### config.mk
export PLATFORM = sky130hd
export DESIGN_NAME = rgb_to_hsv_converter_flat
export DESIGN_NICKNAME = d
export VERILOG_FILES = /design/src/hdl/hsv_pkg.sv /design/src/hdl/hsv_if.sv /design/src/hdl/rgb_to_hsv_converter.sv /design/src/hdl/hsv_front.sv /design/src/hdl/hsv_div.sv /design/src/hdl/hsv_back.sv /design/src/flat_wrapper.sv
export VERILOG_INCLUDE_DIRS = /design/src /design/src/hdl
export SDC_FILE = /design/constraint.sdc
export NUM_CORES = 2
export LEC_CHECK = 0
export ABC_AREA = 0
export BUFFER_PORTS_ARGS = -buffer_cell sky130_fd_sc_hd__buf_2
export CAP_MARGIN = 20
export CORE_ASPECT_RATIO = 0.7
export CORE_MARGIN = 5
export CORE_UTILIZATION = 31
export CTS_BUF_LIST = sky130_fd_sc_hd__clkbuf_4 sky130_fd_sc_hd__clkbuf_8 sky130_fd_sc_hd__clkbuf_16
export DETAILED_ROUTE_END_ITERATION = 7
export SLEW_MARGIN = 10
export SYNTH_ARGS = -nofsm -noshare
export SYNTH_HDL_FRONTEND = slang
export SYNTH_HIERARCHICAL = 1
export SYNTH_SLANG_ARGS = --single-unit
### constraint.sdc
create_clock -name clock -period 39.7 [get_ports clock]
set_input_delay 3.97 -clock clock [delete_from_list [all_inputs] [get_ports clock]]
set_output_delay 3.97 -clock clock [all_outputs]
set_load 0.02 [all_outputs]
### src/hdl/rgb_to_hsv_converter_macros.svh
// Assertion macros shared by the RGB to HSV converter.
`ifndef RGB_TO_HSV_CONVERTER_MACROS_SVH
`define RGB_TO_HSV_CONVERTER_MACROS_SVH

// Same-cycle implication, disabled during reset
`define HSV_ASSERT_NOW(label, clk, rst, ante, cons) \
   label: assert property (@(posedge clk) disable iff (rst) (ante) |-> (cons)) \
      else $error("hsv converter check failed");

// Next-cycle implication, disabled during reset
`define HSV_ASSERT_NEXT(label, clk, rst, ante, cons) \
   label: assert property (@(posedge clk) disable iff (rst) (ante) |=> (cons)) \
      else $error("hsv converter check failed");

// Next-cycle implication that also holds across reset
`define HSV_ASSERT_RESET(label, clk, ante, cons) \
   label: assert property (@(posedge clk) (ante) |=> (cons)) \
      else $error("hsv converter reset check failed");

`endif

### src/hdl/hsv_pkg.sv
// Types and constants shared by the RGB to HSV converter.
`timescale 1ns / 1ps
package hsv_pkg;

   // field widths
   localparam int CHAN_W   = 8;
   localparam int HUE_W    = 15;
   localparam int CHAN_MAX = 255;

   // hue fixed point: units of 1/2^HUE_FRAC_BITS degree
   localparam int HUE_FRAC_BITS = 6;
   localparam int HUE_SCALE     = 1 << HUE_FRAC_BITS;
   localparam int HUE_SPAN      = 60 * HUE_SCALE;
   localparam int HUE_GREEN     = 120 * HUE_SCALE;
   localparam int HUE_BLUE      = 240 * HUE_SCALE;
   localparam int HUE_FULL      = 360 * HUE_SCALE;
   localparam int HUE_CALC_W    = $clog2(HUE_FULL + 1);

   // divider sizing: both lanes share one width set
   localparam int HUE_Q_W   = $clog2(HUE_SPAN + 1);
   localparam int DIV_Q_W   = (HUE_Q_W > CHAN_W) ? HUE_Q_W : CHAN_W;
   localparam int HUE_N_W   = $clog2(HUE_SPAN * CHAN_MAX + 1);
   localparam int SAT_N_W   = $clog2(CHAN_MAX * CHAN_MAX + 1);
   localparam int DIV_N_W   = (HUE_N_W > SAT_N_W) ? HUE_N_W : SAT_N_W;
   localparam int CMP_W     = (DIV_N_W > CHAN_W + DIV_Q_W) ? DIV_N_W : CHAN_W + DIV_Q_W;
   localparam int DIV_LANES = 2;

   // lane numbers inside the divider
   localparam int LANE_HUE = 0;
   localparam int LANE_SAT = 1;

   typedef enum logic [1:0] {
      SECT_RED,
      SECT_GREEN,
      SECT_BLUE
   } sector_type;

   // per-item data that rides alongside the division
   typedef struct packed {
      logic [CHAN_W-1:0] value;
      logic              grey;
      logic              neg;
      sector_type        sector;
   } side_type;

   typedef logic [DIV_LANES-1:0][CMP_W-1:0]   div_word_type;
   typedef logic [DIV_LANES-1:0][CHAN_W-1:0]  div_den_type;
   typedef logic [DIV_LANES-1:0][DIV_Q_W-1:0] div_quo_type;

endpackage

### src/hdl/hsv_if.sv
// Channel interfaces for pixels in and HSV results out.
`timescale 1ns / 1ps

interface hsv_pixel_if;
   import hsv_pkg::*;
   logic              valid;
   logic              ready;
   logic [CHAN_W-1:0] red_in;
   logic [CHAN_W-1:0] green_in;
   logic [CHAN_W-1:0] blue_in;

   modport source (output valid, output red_in, output green_in, output blue_in,
                   input ready);
   modport sink   (input valid, input red_in, input green_in, input blue_in,
                   output ready);
endinterface

interface hsv_result_if;
   import hsv_pkg::*;
   logic              valid;
   logic              ready;
   logic [HUE_W-1:0]  hue_out;
   logic [CHAN_W-1:0] saturation_out;
   logic [CHAN_W-1:0] value_out;

   modport source (output valid, output hue_out, output saturation_out,
                   output value_out, input ready);
   modport sink   (input valid, input hue_out, input saturation_out,
                   input value_out, output ready);
endinterface

### src/hdl/rgb_to_hsv_converter.sv
// Top level of the RGB to HSV converter.
//
//   channel    dir  handshake     payload
//   req_chan   in   valid/ready   red_in, green_in, blue_in (8 bits each)
//   rsp_chan   out  valid/ready   hue_out (15), saturation_out (8), value_out (8)
//
// One pixel per clock sustained while results are taken. The pipeline has two
// front stages, one divider stage per quotient bit of the widest lane (hue), and
// the output register.
// Synchronous active-high reset clears all stage valid bits.
// When a result waits at the output, the whole pipeline holds in place and
// req_chan.ready drops; it accepts again the cycle the result is taken.
`timescale 1ns / 1ps
`include "rgb_to_hsv_converter_macros.svh"
module rgb_to_hsv_converter (
   input  logic         clock,
   input  logic         reset,
   hsv_pixel_if.sink    req_chan,
   hsv_result_if.source rsp_chan
);
   import hsv_pkg::*;

   logic         en;
   logic         front_valid, div_valid;
   div_word_type front_num;
   div_den_type  front_den;
   side_type     front_side, div_side;
   div_quo_type  div_quo;

   // pipeline advances unless a result is stuck at the output
   assign en             = !rsp_chan.valid || rsp_chan.ready;
   assign req_chan.ready = en;

   hsv_front u_front (
      .clock     (clock),
      .reset     (reset),
      .en        (en),
      .in_valid  (req_chan.valid),
      .red       (req_chan.red_in),
      .green     (req_chan.green_in),
      .blue      (req_chan.blue_in),
      .out_valid (front_valid),
      .out_num   (front_num),
      .out_den   (front_den),
      .out_side  (front_side)
   );

   hsv_div u_div (
      .clock     (clock),
      .reset     (reset),
      .en        (en),
      .in_valid  (front_valid),
      .in_num    (front_num),
      .in_den    (front_den),
      .in_side   (front_side),
      .out_valid (div_valid),
      .out_quo   (div_quo),
      .out_side  (div_side)
   );

   hsv_back u_back (
      .clock     (clock),
      .reset     (reset),
      .en        (en),
      .in_valid  (div_valid),
      .in_quo    (div_quo),
      .in_side   (div_side),
      .out_valid (rsp_chan.valid),
      .out_hue   (rsp_chan.hue_out),
      .out_sat   (rsp_chan.saturation_out),
      .out_value (rsp_chan.value_out)
   );

   // a stalled output freezes the divider stages too
   `HSV_ASSERT_NEXT(a_stall_freeze, clock, reset, rsp_chan.valid && !rsp_chan.ready, $stable(div_valid) && $stable(div_quo))
   // zero saturation means a grey pixel, whose hue is zero
   `HSV_ASSERT_NOW(a_grey_hue, clock, reset, rsp_chan.valid && rsp_chan.saturation_out == '0, rsp_chan.hue_out == '0)
   // any saturation needs a nonzero maximum
   `HSV_ASSERT_NOW(a_sat_value, clock, reset, rsp_chan.valid && rsp_chan.saturation_out != '0, rsp_chan.value_out != '0)
   // nothing leaves right after reset
   `HSV_ASSERT_RESET(a_reset_empty, clock, reset, !rsp_chan.valid)

endmodule

### src/hdl/hsv_front.sv
// Front stages: max/min, sector and channel difference, then divider operands.
`timescale 1ns / 1ps
module hsv_front (
   input  logic                        clock,
   input  logic                        reset,
   input  logic                        en,
   input  logic                        in_valid,
   input  logic [hsv_pkg::CHAN_W-1:0]  red,
   input  logic [hsv_pkg::CHAN_W-1:0]  green,
   input  logic [hsv_pkg::CHAN_W-1:0]  blue,
   output logic                        out_valid,
   output hsv_pkg::div_word_type       out_num,
   output hsv_pkg::div_den_type        out_den,
   output hsv_pkg::side_type           out_side
);
   import hsv_pkg::*;

   logic [CHAN_W-1:0] mx, mn;
   logic [CHAN_W:0]   diff_s;
   sector_type        sector;

   logic              s1_valid_ff;
   logic [CHAN_W-1:0] s1_max_ff, s1_max_in;
   logic [CHAN_W-1:0] s1_delta_ff, s1_delta_in;
   logic [CHAN_W-1:0] s1_absd_ff, s1_absd_in;
   logic              s1_neg_ff, s1_neg_in;
   sector_type        s1_sector_ff;

   logic              s2_valid_ff;
   div_word_type      s2_num_ff, s2_num_in;
   div_den_type       s2_den_ff, s2_den_in;
   side_type          s2_side_ff, s2_side_in;

   // stage 1: extremes, sector by first channel equal to max, signed difference
   always_comb begin
      mx = (red > green) ? red : green;
      mx = (mx > blue) ? mx : blue;
      mn = (red < green) ? red : green;
      mn = (mn < blue) ? mn : blue;
      if (mx == red) begin
         sector = SECT_RED;
         diff_s = {1'b0, green} - {1'b0, blue};
      end else if (mx == green) begin
         sector = SECT_GREEN;
         diff_s = {1'b0, blue} - {1'b0, red};
      end else begin
         sector = SECT_BLUE;
         diff_s = {1'b0, red} - {1'b0, green};
      end
      s1_max_in   = mx;
      s1_delta_in = mx - mn;
      s1_neg_in   = diff_s[CHAN_W];
      s1_absd_in  = s1_neg_in ? CHAN_W'(-diff_s) : diff_s[CHAN_W-1:0];
   end

   always_ff @(posedge clock) begin
      if (reset) begin
         s1_valid_ff <= 1'b0;
      end else if (en) begin
         s1_valid_ff <= in_valid;
      end
      if (en) begin
         s1_max_ff    <= s1_max_in;
         s1_delta_ff  <= s1_delta_in;
         s1_absd_ff   <= s1_absd_in;
         s1_neg_ff    <= s1_neg_in;
         s1_sector_ff <= sector;
      end
   end

   // stage 2: scaled numerators for hue and saturation
   always_comb begin
      s2_num_in[LANE_HUE] = CMP_W'(s1_absd_ff) * CMP_W'(HUE_SPAN);
      s2_num_in[LANE_SAT] = CMP_W'(s1_delta_ff) * CMP_W'(CHAN_MAX);
      s2_den_in[LANE_HUE] = s1_delta_ff;
      s2_den_in[LANE_SAT] = s1_max_ff;
      s2_side_in.value    = s1_max_ff;
      s2_side_in.grey     = (s1_delta_ff == '0);
      s2_side_in.neg      = s1_neg_ff;
      s2_side_in.sector   = s1_sector_ff;
   end

   always_ff @(posedge clock) begin
      if (reset) begin
         s2_valid_ff <= 1'b0;
      end else if (en) begin
         s2_valid_ff <= s1_valid_ff;
      end
      if (en) begin
         s2_num_ff  <= s2_num_in;
         s2_den_ff  <= s2_den_in;
         s2_side_ff <= s2_side_in;
      end
   end

   assign out_valid = s2_valid_ff;
   assign out_num   = s2_num_ff;
   assign out_den   = s2_den_ff;
   assign out_side  = s2_side_ff;

endmodule

### src/hdl/hsv_div.sv
// Pipelined restoring divider, one quotient bit per stage, hue and saturation lanes.
`timescale 1ns / 1ps
module hsv_div (
   input  logic                  clock,
   input  logic                  reset,
   input  logic                  en,
   input  logic                  in_valid,
   input  hsv_pkg::div_word_type in_num,
   input  hsv_pkg::div_den_type  in_den,
   input  hsv_pkg::side_type     in_side,
   output logic                  out_valid,
   output hsv_pkg::div_quo_type  out_quo,
   output hsv_pkg::side_type     out_side
);
   import hsv_pkg::*;

   logic [DIV_Q_W-1:0] valid_ff;
   div_word_type       rem_ff  [DIV_Q_W];
   div_den_type        den_ff  [DIV_Q_W];
   div_quo_type        quo_ff  [DIV_Q_W];
   side_type           side_ff [DIV_Q_W];

   for (genvar k = 0; k < DIV_Q_W; k++) begin : g_stage
      localparam int Bit = DIV_Q_W - 1 - k;

      logic         src_valid;
      div_word_type src_rem, rem_in;
      div_den_type  src_den;
      div_quo_type  src_quo, quo_in;
      side_type     src_side;

      // stage input: divider operands for the first stage, else the previous stage
      if (k == 0) begin : g_first
         assign src_valid = in_valid;
         assign src_rem   = in_num;
         assign src_den   = in_den;
         assign src_quo   = '0;
         assign src_side  = in_side;
      end else begin : g_next
         assign src_valid = valid_ff[k-1];
         assign src_rem   = rem_ff[k-1];
         assign src_den   = den_ff[k-1];
         assign src_quo   = quo_ff[k-1];
         assign src_side  = side_ff[k-1];
      end

      // trial subtract of the shifted divisor in each lane
      always_comb begin
         logic [CMP_W-1:0] trial;
         rem_in = src_rem;
         quo_in = src_quo;
         for (int lane = 0; lane < DIV_LANES; lane++) begin
            trial = CMP_W'(src_den[lane]) << Bit;
            if (src_rem[lane] >= trial) begin
               rem_in[lane]      = src_rem[lane] - trial;
               quo_in[lane][Bit] = 1'b1;
            end
         end
      end

      always_ff @(posedge clock) begin
         if (reset) begin
            valid_ff[k] <= 1'b0;
         end else if (en) begin
            valid_ff[k] <= src_valid;
         end
         if (en) begin
            rem_ff[k]  <= rem_in;
            den_ff[k]  <= src_den;
            quo_ff[k]  <= quo_in;
            side_ff[k] <= src_side;
         end
      end
   end

   assign out_valid = valid_ff[DIV_Q_W-1];
   assign out_quo   = quo_ff[DIV_Q_W-1];
   assign out_side  = side_ff[DIV_Q_W-1];

endmodule

### src/hdl/hsv_back.sv
// Final stage: sector offset plus signed quotient, grey and black cases, output register.
`timescale 1ns / 1ps
module hsv_back (
   input  logic                         clock,
   input  logic                         reset,
   input  logic                         en,
   input  logic                         in_valid,
   input  hsv_pkg::div_quo_type         in_quo,
   input  hsv_pkg::side_type            in_side,
   output logic                         out_valid,
   output logic [hsv_pkg::HUE_W-1:0]    out_hue,
   output logic [hsv_pkg::CHAN_W-1:0]   out_sat,
   output logic [hsv_pkg::CHAN_W-1:0]   out_value
);
   import hsv_pkg::*;

   logic [HUE_CALC_W-1:0] base, q, hue_calc;
   logic                  valid_ff;
   logic [HUE_W-1:0]      hue_ff, hue_in;
   logic [CHAN_W-1:0]     sat_ff, sat_in;
   logic [CHAN_W-1:0]     value_ff;

   // hue: a negative red-sector result wraps by a full turn
   always_comb begin
      case (in_side.sector)
         SECT_RED:   base = in_side.neg ? HUE_CALC_W'(HUE_FULL) : '0;
         SECT_GREEN: base = HUE_CALC_W'(HUE_GREEN);
         SECT_BLUE:  base = HUE_CALC_W'(HUE_BLUE);
         default:    base = '0;
      endcase
      q        = HUE_CALC_W'(in_quo[LANE_HUE]);
      hue_calc = in_side.neg ? base - q : base + q;
      hue_in   = in_side.grey ? '0 : HUE_W'(hue_calc);
      sat_in   = (in_side.value == '0) ? '0 : CHAN_W'(in_quo[LANE_SAT]);
   end

   always_ff @(posedge clock) begin
      if (reset) begin
         valid_ff <= 1'b0;
      end else if (en) begin
         valid_ff <= in_valid;
      end
      if (en) begin
         hue_ff   <= hue_in;
         sat_ff   <= sat_in;
         value_ff <= in_side.value;
      end
   end

   assign out_valid = valid_ff;
   assign out_hue   = hue_ff;
   assign out_sat   = sat_ff;
   assign out_value = value_ff;

endmodule

### src/flat_wrapper.sv
// flat-port wrapper written by rule: the top's interface ports become plain ports
module rgb_to_hsv_converter_flat import hsv_pkg::*;
  (clock, reset, req_chan_valid, req_chan_red_in, req_chan_green_in, req_chan_blue_in, req_chan_ready, rsp_chan_valid, rsp_chan_hue_out, rsp_chan_saturation_out, rsp_chan_value_out, rsp_chan_ready);
  hsv_pixel_if req_chan_i ();
  hsv_result_if rsp_chan_i ();
  input  logic clock;
  input  logic reset;
  input wire logic [$bits(req_chan_i.valid)-1:0] req_chan_valid;
  input wire logic [$bits(req_chan_i.red_in)-1:0] req_chan_red_in;
  input wire logic [$bits(req_chan_i.green_in)-1:0] req_chan_green_in;
  input wire logic [$bits(req_chan_i.blue_in)-1:0] req_chan_blue_in;
  output wire logic [$bits(req_chan_i.ready)-1:0] req_chan_ready;
  output wire logic [$bits(rsp_chan_i.valid)-1:0] rsp_chan_valid;
  output wire logic [$bits(rsp_chan_i.hue_out)-1:0] rsp_chan_hue_out;
  output wire logic [$bits(rsp_chan_i.saturation_out)-1:0] rsp_chan_saturation_out;
  output wire logic [$bits(rsp_chan_i.value_out)-1:0] rsp_chan_value_out;
  input wire logic [$bits(rsp_chan_i.ready)-1:0] rsp_chan_ready;
  assign req_chan_i.valid = req_chan_valid;
  assign req_chan_i.red_in = req_chan_red_in;
  assign req_chan_i.green_in = req_chan_green_in;
  assign req_chan_i.blue_in = req_chan_blue_in;
  assign req_chan_ready = req_chan_i.ready;
  assign rsp_chan_valid = rsp_chan_i.valid;
  assign rsp_chan_hue_out = rsp_chan_i.hue_out;
  assign rsp_chan_saturation_out = rsp_chan_i.saturation_out;
  assign rsp_chan_value_out = rsp_chan_i.value_out;
  assign rsp_chan_i.ready = rsp_chan_ready;
  rgb_to_hsv_converter u_core (.clock(clock), .reset(reset), .req_chan(req_chan_i), .rsp_chan(rsp_chan_i));
endmodule
## Word level (Yosys, flattened, before mapping)

Memory sizes are Yosys's and may differ from the RTL's.
Cells that the tools add are included.

- $add $sub $neg: 31
- Multipliers: 2
- $lt $le $gt $ge: 28
- Eq/ne operators: 4
- Mux-type cells: 61
- Reduce and logical (&&, ||, !) cells: 5

Operator list:

| cell | count |
|---|---|
| $mux 20 | 24 |
| $pmux 15 s3 | 1 |
| $ge 20x10->1 | 2 |
| $ge 20x11->1 | 2 |
| $ge 20x12->1 | 2 |
| $ge 20x13->1 | 2 |
| $ge 20x14->1 | 2 |
| $ge 20x15->1 | 2 |
| $ge 20x16->1 | 2 |
| $ge 20x17->1 | 2 |
| $ge 20x18->1 | 2 |
| $ge 20x8->1 | 2 |
| $ge 20x9->1 | 2 |
| $mux 8 | 5 |
| $sub 20x10->20 | 2 |
| $sub 20x11->20 | 2 |
| $sub 20x12->20 | 2 |
| $sub 20x13->20 | 2 |
| $sub 20x14->20 | 2 |
| $sub 20x15->20 | 2 |
| $sub 20x16->20 | 2 |
| $sub 20x17->20 | 2 |
| $sub 20x18->20 | 2 |
| $sub 20x8->20 | 2 |
| other kinds (25) | 59 |

- Register bits after elaboration: 121
- Memory bits (writable): 1104
- Input port bits: 28
- Output and inout bits: 33
- Memories: 4

Memories:

| name | words | width | rd ports | clocked after Yosys merged registers in | wr ports | line | text |
|---|---|---|---|---|---|---|---|
| u_core.u_div.rem_ff | 12 | 40 | 11 | 0 | 12 | hsv_div.sv:18 | `div_word_type rem_ff [DIV_Q_W];` |
| u_core.u_div.quo_ff | 12 | 24 | 12 | 0 | 12 | hsv_div.sv:20 | `div_quo_type quo_ff [DIV_Q_W];` |
| u_core.u_div.den_ff | 12 | 16 | 11 | 0 | 12 | hsv_div.sv:19 | `div_den_type den_ff [DIV_Q_W];` |
| u_core.u_div.side_ff | 12 | 12 | 12 | 0 | 12 | hsv_div.sv:21 | `side_type side_ff [DIV_Q_W];` |

## Logic depth before layout (Yosys ltp)

- Word-level depth: 9
- Depth in mapped cells: 27
- Gate-level depth less buffers: 26

## Hierarchy

Netlist, hierarchy kept.

Modules (own cells, without submodules):

| module | times used | cells each | area each (µm²) | sequential area each (µm²) |
|---|---|---|---|---|
| hsv_div | 1 | 2999 | 41662.5 | 27746.6 |
| hsv_front | 1 | 740 | 7577.3 | 2262.2 |
| hsv_back | 1 | 193 | 2058.2 | 950.9 |
| rgb_to_hsv_converter | 1 | 1 | 6.3 | 0.0 |

## Least setup slack after synthesis

Ideal clock, no wire load.

- Path type: input to output
- Start: input port rsp_chan_ready
- End: output port req_chan_ready
- Arrival: 28.563 ns
- Data required time: 35.730 ns
- Setup slack: 7.167 ns
- Stages: 1
- Path through: nand2b_1

- Word-level cells in the longest chain between the ends: 1

RTL lines:

| element | line | text |
|---|---|---|
| start: declaration | flat_wrapper.sv:17 | `input wire logic [$bits(rsp_chan_i.ready)-1:0] rsp_chan_ready;` |
| $logic_or 1x1->1 | rgb_to_hsv_converter.sv:31 | `assign en = !rsp_chan.valid \|\| rsp_chan.ready;` |
| end: declaration | flat_wrapper.sv:12 | `output wire logic [$bits(req_chan_i.ready)-1:0] req_chan_ready;` |

No other way between the ends.

## Worst setup path in the final report

- Start: input port req_chan_green_in[2]
- End: register u_core.u_front.s1_absd_ff[6] (data pin)

- Word-level cells in the longest chain between the ends: 9
- Elaborated cells on any way between the ends: 12
- Those cells by class: add/sub: 3; order compare: 2; eq/ne: 2; mux: 5

RTL lines:

| element | line | text |
|---|---|---|
| start: declaration | flat_wrapper.sv:10 | `input wire logic [$bits(req_chan_i.green_in)-1:0] req_chan_green_in;` |
| $gt 8x8->1 | hsv_front.sv:36 | `mx = (red > green) ? red : green;` |
| $mux 8 | hsv_front.sv:36 |  |
| $gt 8x8->1 | hsv_front.sv:37 | `mx = (mx > blue) ? mx : blue;` |
| $mux 8 | hsv_front.sv:37 |  |
| $eq 8x8->1 | hsv_front.sv:43 | `end else if (mx == green) begin` |
| $mux 9 | hsv_front.sv:43 |  |
| $mux 9 (*) | hsv_front.sv:40 | `if (mx == red) begin` |
| $neg 8->8 | hsv_front.sv:53 | `s1_absd_in = s1_neg_in ? CHAN_W'(-diff_s) : diff_s[CHAN_W-1:0];` |
| $mux 8 (*) | hsv_front.sv:53 |  |
| net u_core.u_front.s1_absd_in[6] | hsv_front.sv:25 | `logic [CHAN_W-1:0] s1_absd_ff, s1_absd_in;` |
| end signal: assignment | hsv_front.sv:65 | `s1_absd_ff <= s1_absd_in;` |
| end: declaration | hsv_front.sv:25 |  |

The timed path passes the listed nets; every way through them passes the cells marked *.
A chain may end at the register's enable or synchronous reset.

==> results list <==
* Run status: completed
- The tightest min-delay check is of the register to register type.
- The worst setup path is of the input port to register kind.
- Crit share post-route: 0.247
* IO Count: 61
- The synthesized netlist occupies a cell area of 50000 um2.
- Global-route wire length before repair: 150000 um
- Vias per Instance: 4.67
- The finished layout holds 6227 standard cells, fillers aside.
- TritonCTS built the clock tree.
- Critical Path, Cell by Cell: buf_2 > inv_1 > ha_1 > nor2_1 > a21oi_1 > a21oi_4 > nor2_2 > mux2i_1 > ha_1 > a21oi_1 > o21ai_0 > o21a_1 > nor2_2 > mux2i_4 > mux2i_1 > nor2_1 > a21oi_1 > ha_1 > nand4_1 > or3_1 > o211a_1 > a21o_1 > a221o_1
- Core footprint: 161000 um2
- Number of failing setup endpoints in the final timing report: 0
* Post-layout net count: 4420
- In this run the tightest slew margin relative to its limit is 0.295.
- Number of buffer cells added on primary ports: 60
- The first detailed-routing pass ran for 7 iterations.
* Layout cells sized above 1: 0.0876
- In the layout the commonest cells are sky130_fd_sc_hd__edfxtp_1, sky130_fd_sc_hd__inv_1, sky130_fd_sc_hd__nor2_1, sky130_fd_sc_hd__ha_1, sky130_fd_sc_hd__a21oi_1.
- Critical Path Sink Type: register
* Post-route ant nets: 0
- STA puts the critical path data required time at 40.15 ns.
- The worst hold path begins at u_core/u_div/side_ff[0][3].
* Most frequent standard cell in the layout excluding fill and tap cells: sky130_fd_sc_hd__edfxtp_1
* Number of violations reported at the end of detailed-routing iteration 0: 2001
- After detailed routing, the average wire length per cell comes to 14.6 um.
- Buffers added to address setup during post-CTS repair amount to 0.
* Number of hold buffers added after CTS: 0
- Chip width: 490 um
- Number of levels the H-tree was split into: 3
- A synthesized cell averages 12.9 um2.
* Cell class contributing the biggest share of worst-path delay: compound AO/OA/AOI/OAI gates
- Clock latency at the later pin of the worst-skew pair: 0.70 ns
- The filler cells instantiated in the layout total 15500.
* Layout-stage area growth over the synthesis result: 12.2%
- Setup repair after global routing left no endpoint under its margin.
- The largest single stage delay on the critical path is 0.76 ns.
- Inserted Clock Buffers: 99
* Worst reg2reg startpoint: u_core/u_back/out_valid
* Core Rows: 123
- In the global route stage, overall resource usage came out at 0.106.
* Count of buffering cells on the critical path with inverters included: 2
- The die is 346 um tall.
* Count of synthesis-stage warnings from yosys: 6
- Final Hold Slack: 0.405 ns
- The hold violation total from the final report was 0.
- Detailed placement finished with a half-perimeter wire length of 65600 um.
- At the worst endpoint, the arrival time is 10.26 ns.
* Transition at the pin with the smallest max-transition slack: 1.06 ns
* Cell type of the slowest stage on the worst timing path: sky130_fd_sc_hd__mux2i_4
* Drt total wl: 90900 um
- Setup TNS after final layout: 0 ns
- Clock input transition at the sequential cells of the worst setup and hold paths: 0.06 ns
- Count of cells along the worst hold path: 0
* CTS sink cnt: 994
* Root Buffer: sky130_fd_sc_hd__clkbuf_16
* Number of gates resized after cts: 0
* R2R setup slack: 34.78 ns
* Min cycle time layout: 9.81 ns
- The clock passes through at most 3 buffers.
- The floorplan step defined a die boundary enclosing 170000 um2.
- Routability-driven placement finished with a final weighted congestion of 0.857.
* Maximum clock rate: 102 MHz
* Maximum number of pins on one net before global-route repair: 90
- Hold endpoint: u_core/u_div/side_ff[0][15]
* Detailed-route DRC error count: 0
- The cell count after synthesis came out at 3890.
* Worst Clk Skew: 0.0268 ns
- STA classifies the critical path startpoint as an input port.
- Number of global-route vias before repair: 28300
- Aggregate global routing overflow: 0
* Routed vias: 29100
* Initial standard-cell utilization of the core: 0.312
- Reg2Reg Depth: 6
- Max FO, Critical Path: 19
- The initial antenna violation count was 10.
* Final slew viol count: 0
- Endpoint of the worst-slack reg-to-reg timing path: u_core/u_div/rem_ff[1][38]
- Count of placed standard cells including taps: 6041
- The tool flagged a number of max-cap violations equal to 0.
routing by layer:
metal	routed length, um	track usage
met3	3540	0.0200
met2	37500	0.154
met4	2680	0.0320
met1	47100	0.158
met5	0	0
area by class of cell:
class | count | area, um2 | area share
inverter | 358 | 1340 | 0.0239
tap | 2125 | 2660 | 0.0474
sequential | 994 | 29700 | 0.529
clock buffer | 112 | 2570 | 0.0459
clock inverter | 70 | 651 | 0.0116
multi-input combinational | 2481 | 18700 | 0.333
timing repair buffer | 85 | 500 | 0.00892
antenna | 2 | 5.00 | 0.0000892
sequential cells by signal (all words and copies together), names as in the netlist, 8 cells and up:
name                            count
u_core/u_front/s1_delta_ff          8
u_core/u_div/rem_ff               440
u_core/u_front/out_side            12
u_core/u_front/s1_absd_ff           8
u_core/u_back/out_hue              15
u_core/u_front/out_num             27
u_core/u_div/den_ff               176
u_core/u_front/out_den              8
u_core/u_back/out_sat               8
u_core/u_back/out_value             8
u_core/u_div/side_ff              144
u_core/u_div/quo_ff               114
u_core/u_front/s1_max_ff            8
u_core/u_div/g_stage.src_valid     11
how the worst max path moves through the flow:
| stage | slack [ns] | from | cells past startpoint | to |
|---|---|---|---|---|
| global placement | 29.20 | req_chan_green_in[6] | 23 | u_core/u_front/s1_absd_ff[6] |
| floorplan | 8.16 | rsp_chan_ready | 1 | req_chan_ready |
| detailed placement | 29.14 | req_chan_green_in[6] | 23 | u_core/u_front/s1_absd_ff[6] |
| CTS | 29.95 | req_chan_green_in[6] | 23 | u_core/u_front/s1_absd_ff[6] |
| global route | 29.39 | req_chan_green_in[6] | 23 | u_core/u_front/s1_absd_ff[6] |
| finish | 29.89 | req_chan_green_in[2] | 23 | u_core/u_front/s1_absd_ff[6] |
per-stage QoR:
stage | utilization | setup slack, ns | instance area [um2]
6_report | 0.350 | 29.89 | 56100
3_5_place_dp | 0.329 | 29.14 | 52900
5_1_grt | 0.350 | 29.39 | 56100
2_1_floorplan | - | 8.16 | 50100
3_3_place_gp | 0.329 | 29.20 | 52900
4_1_cts | 0.349 | 29.95 | 56100
Power is not shown: default switching activity piles up to over one toggle a cycle in this logic, so the estimate is an artifact.
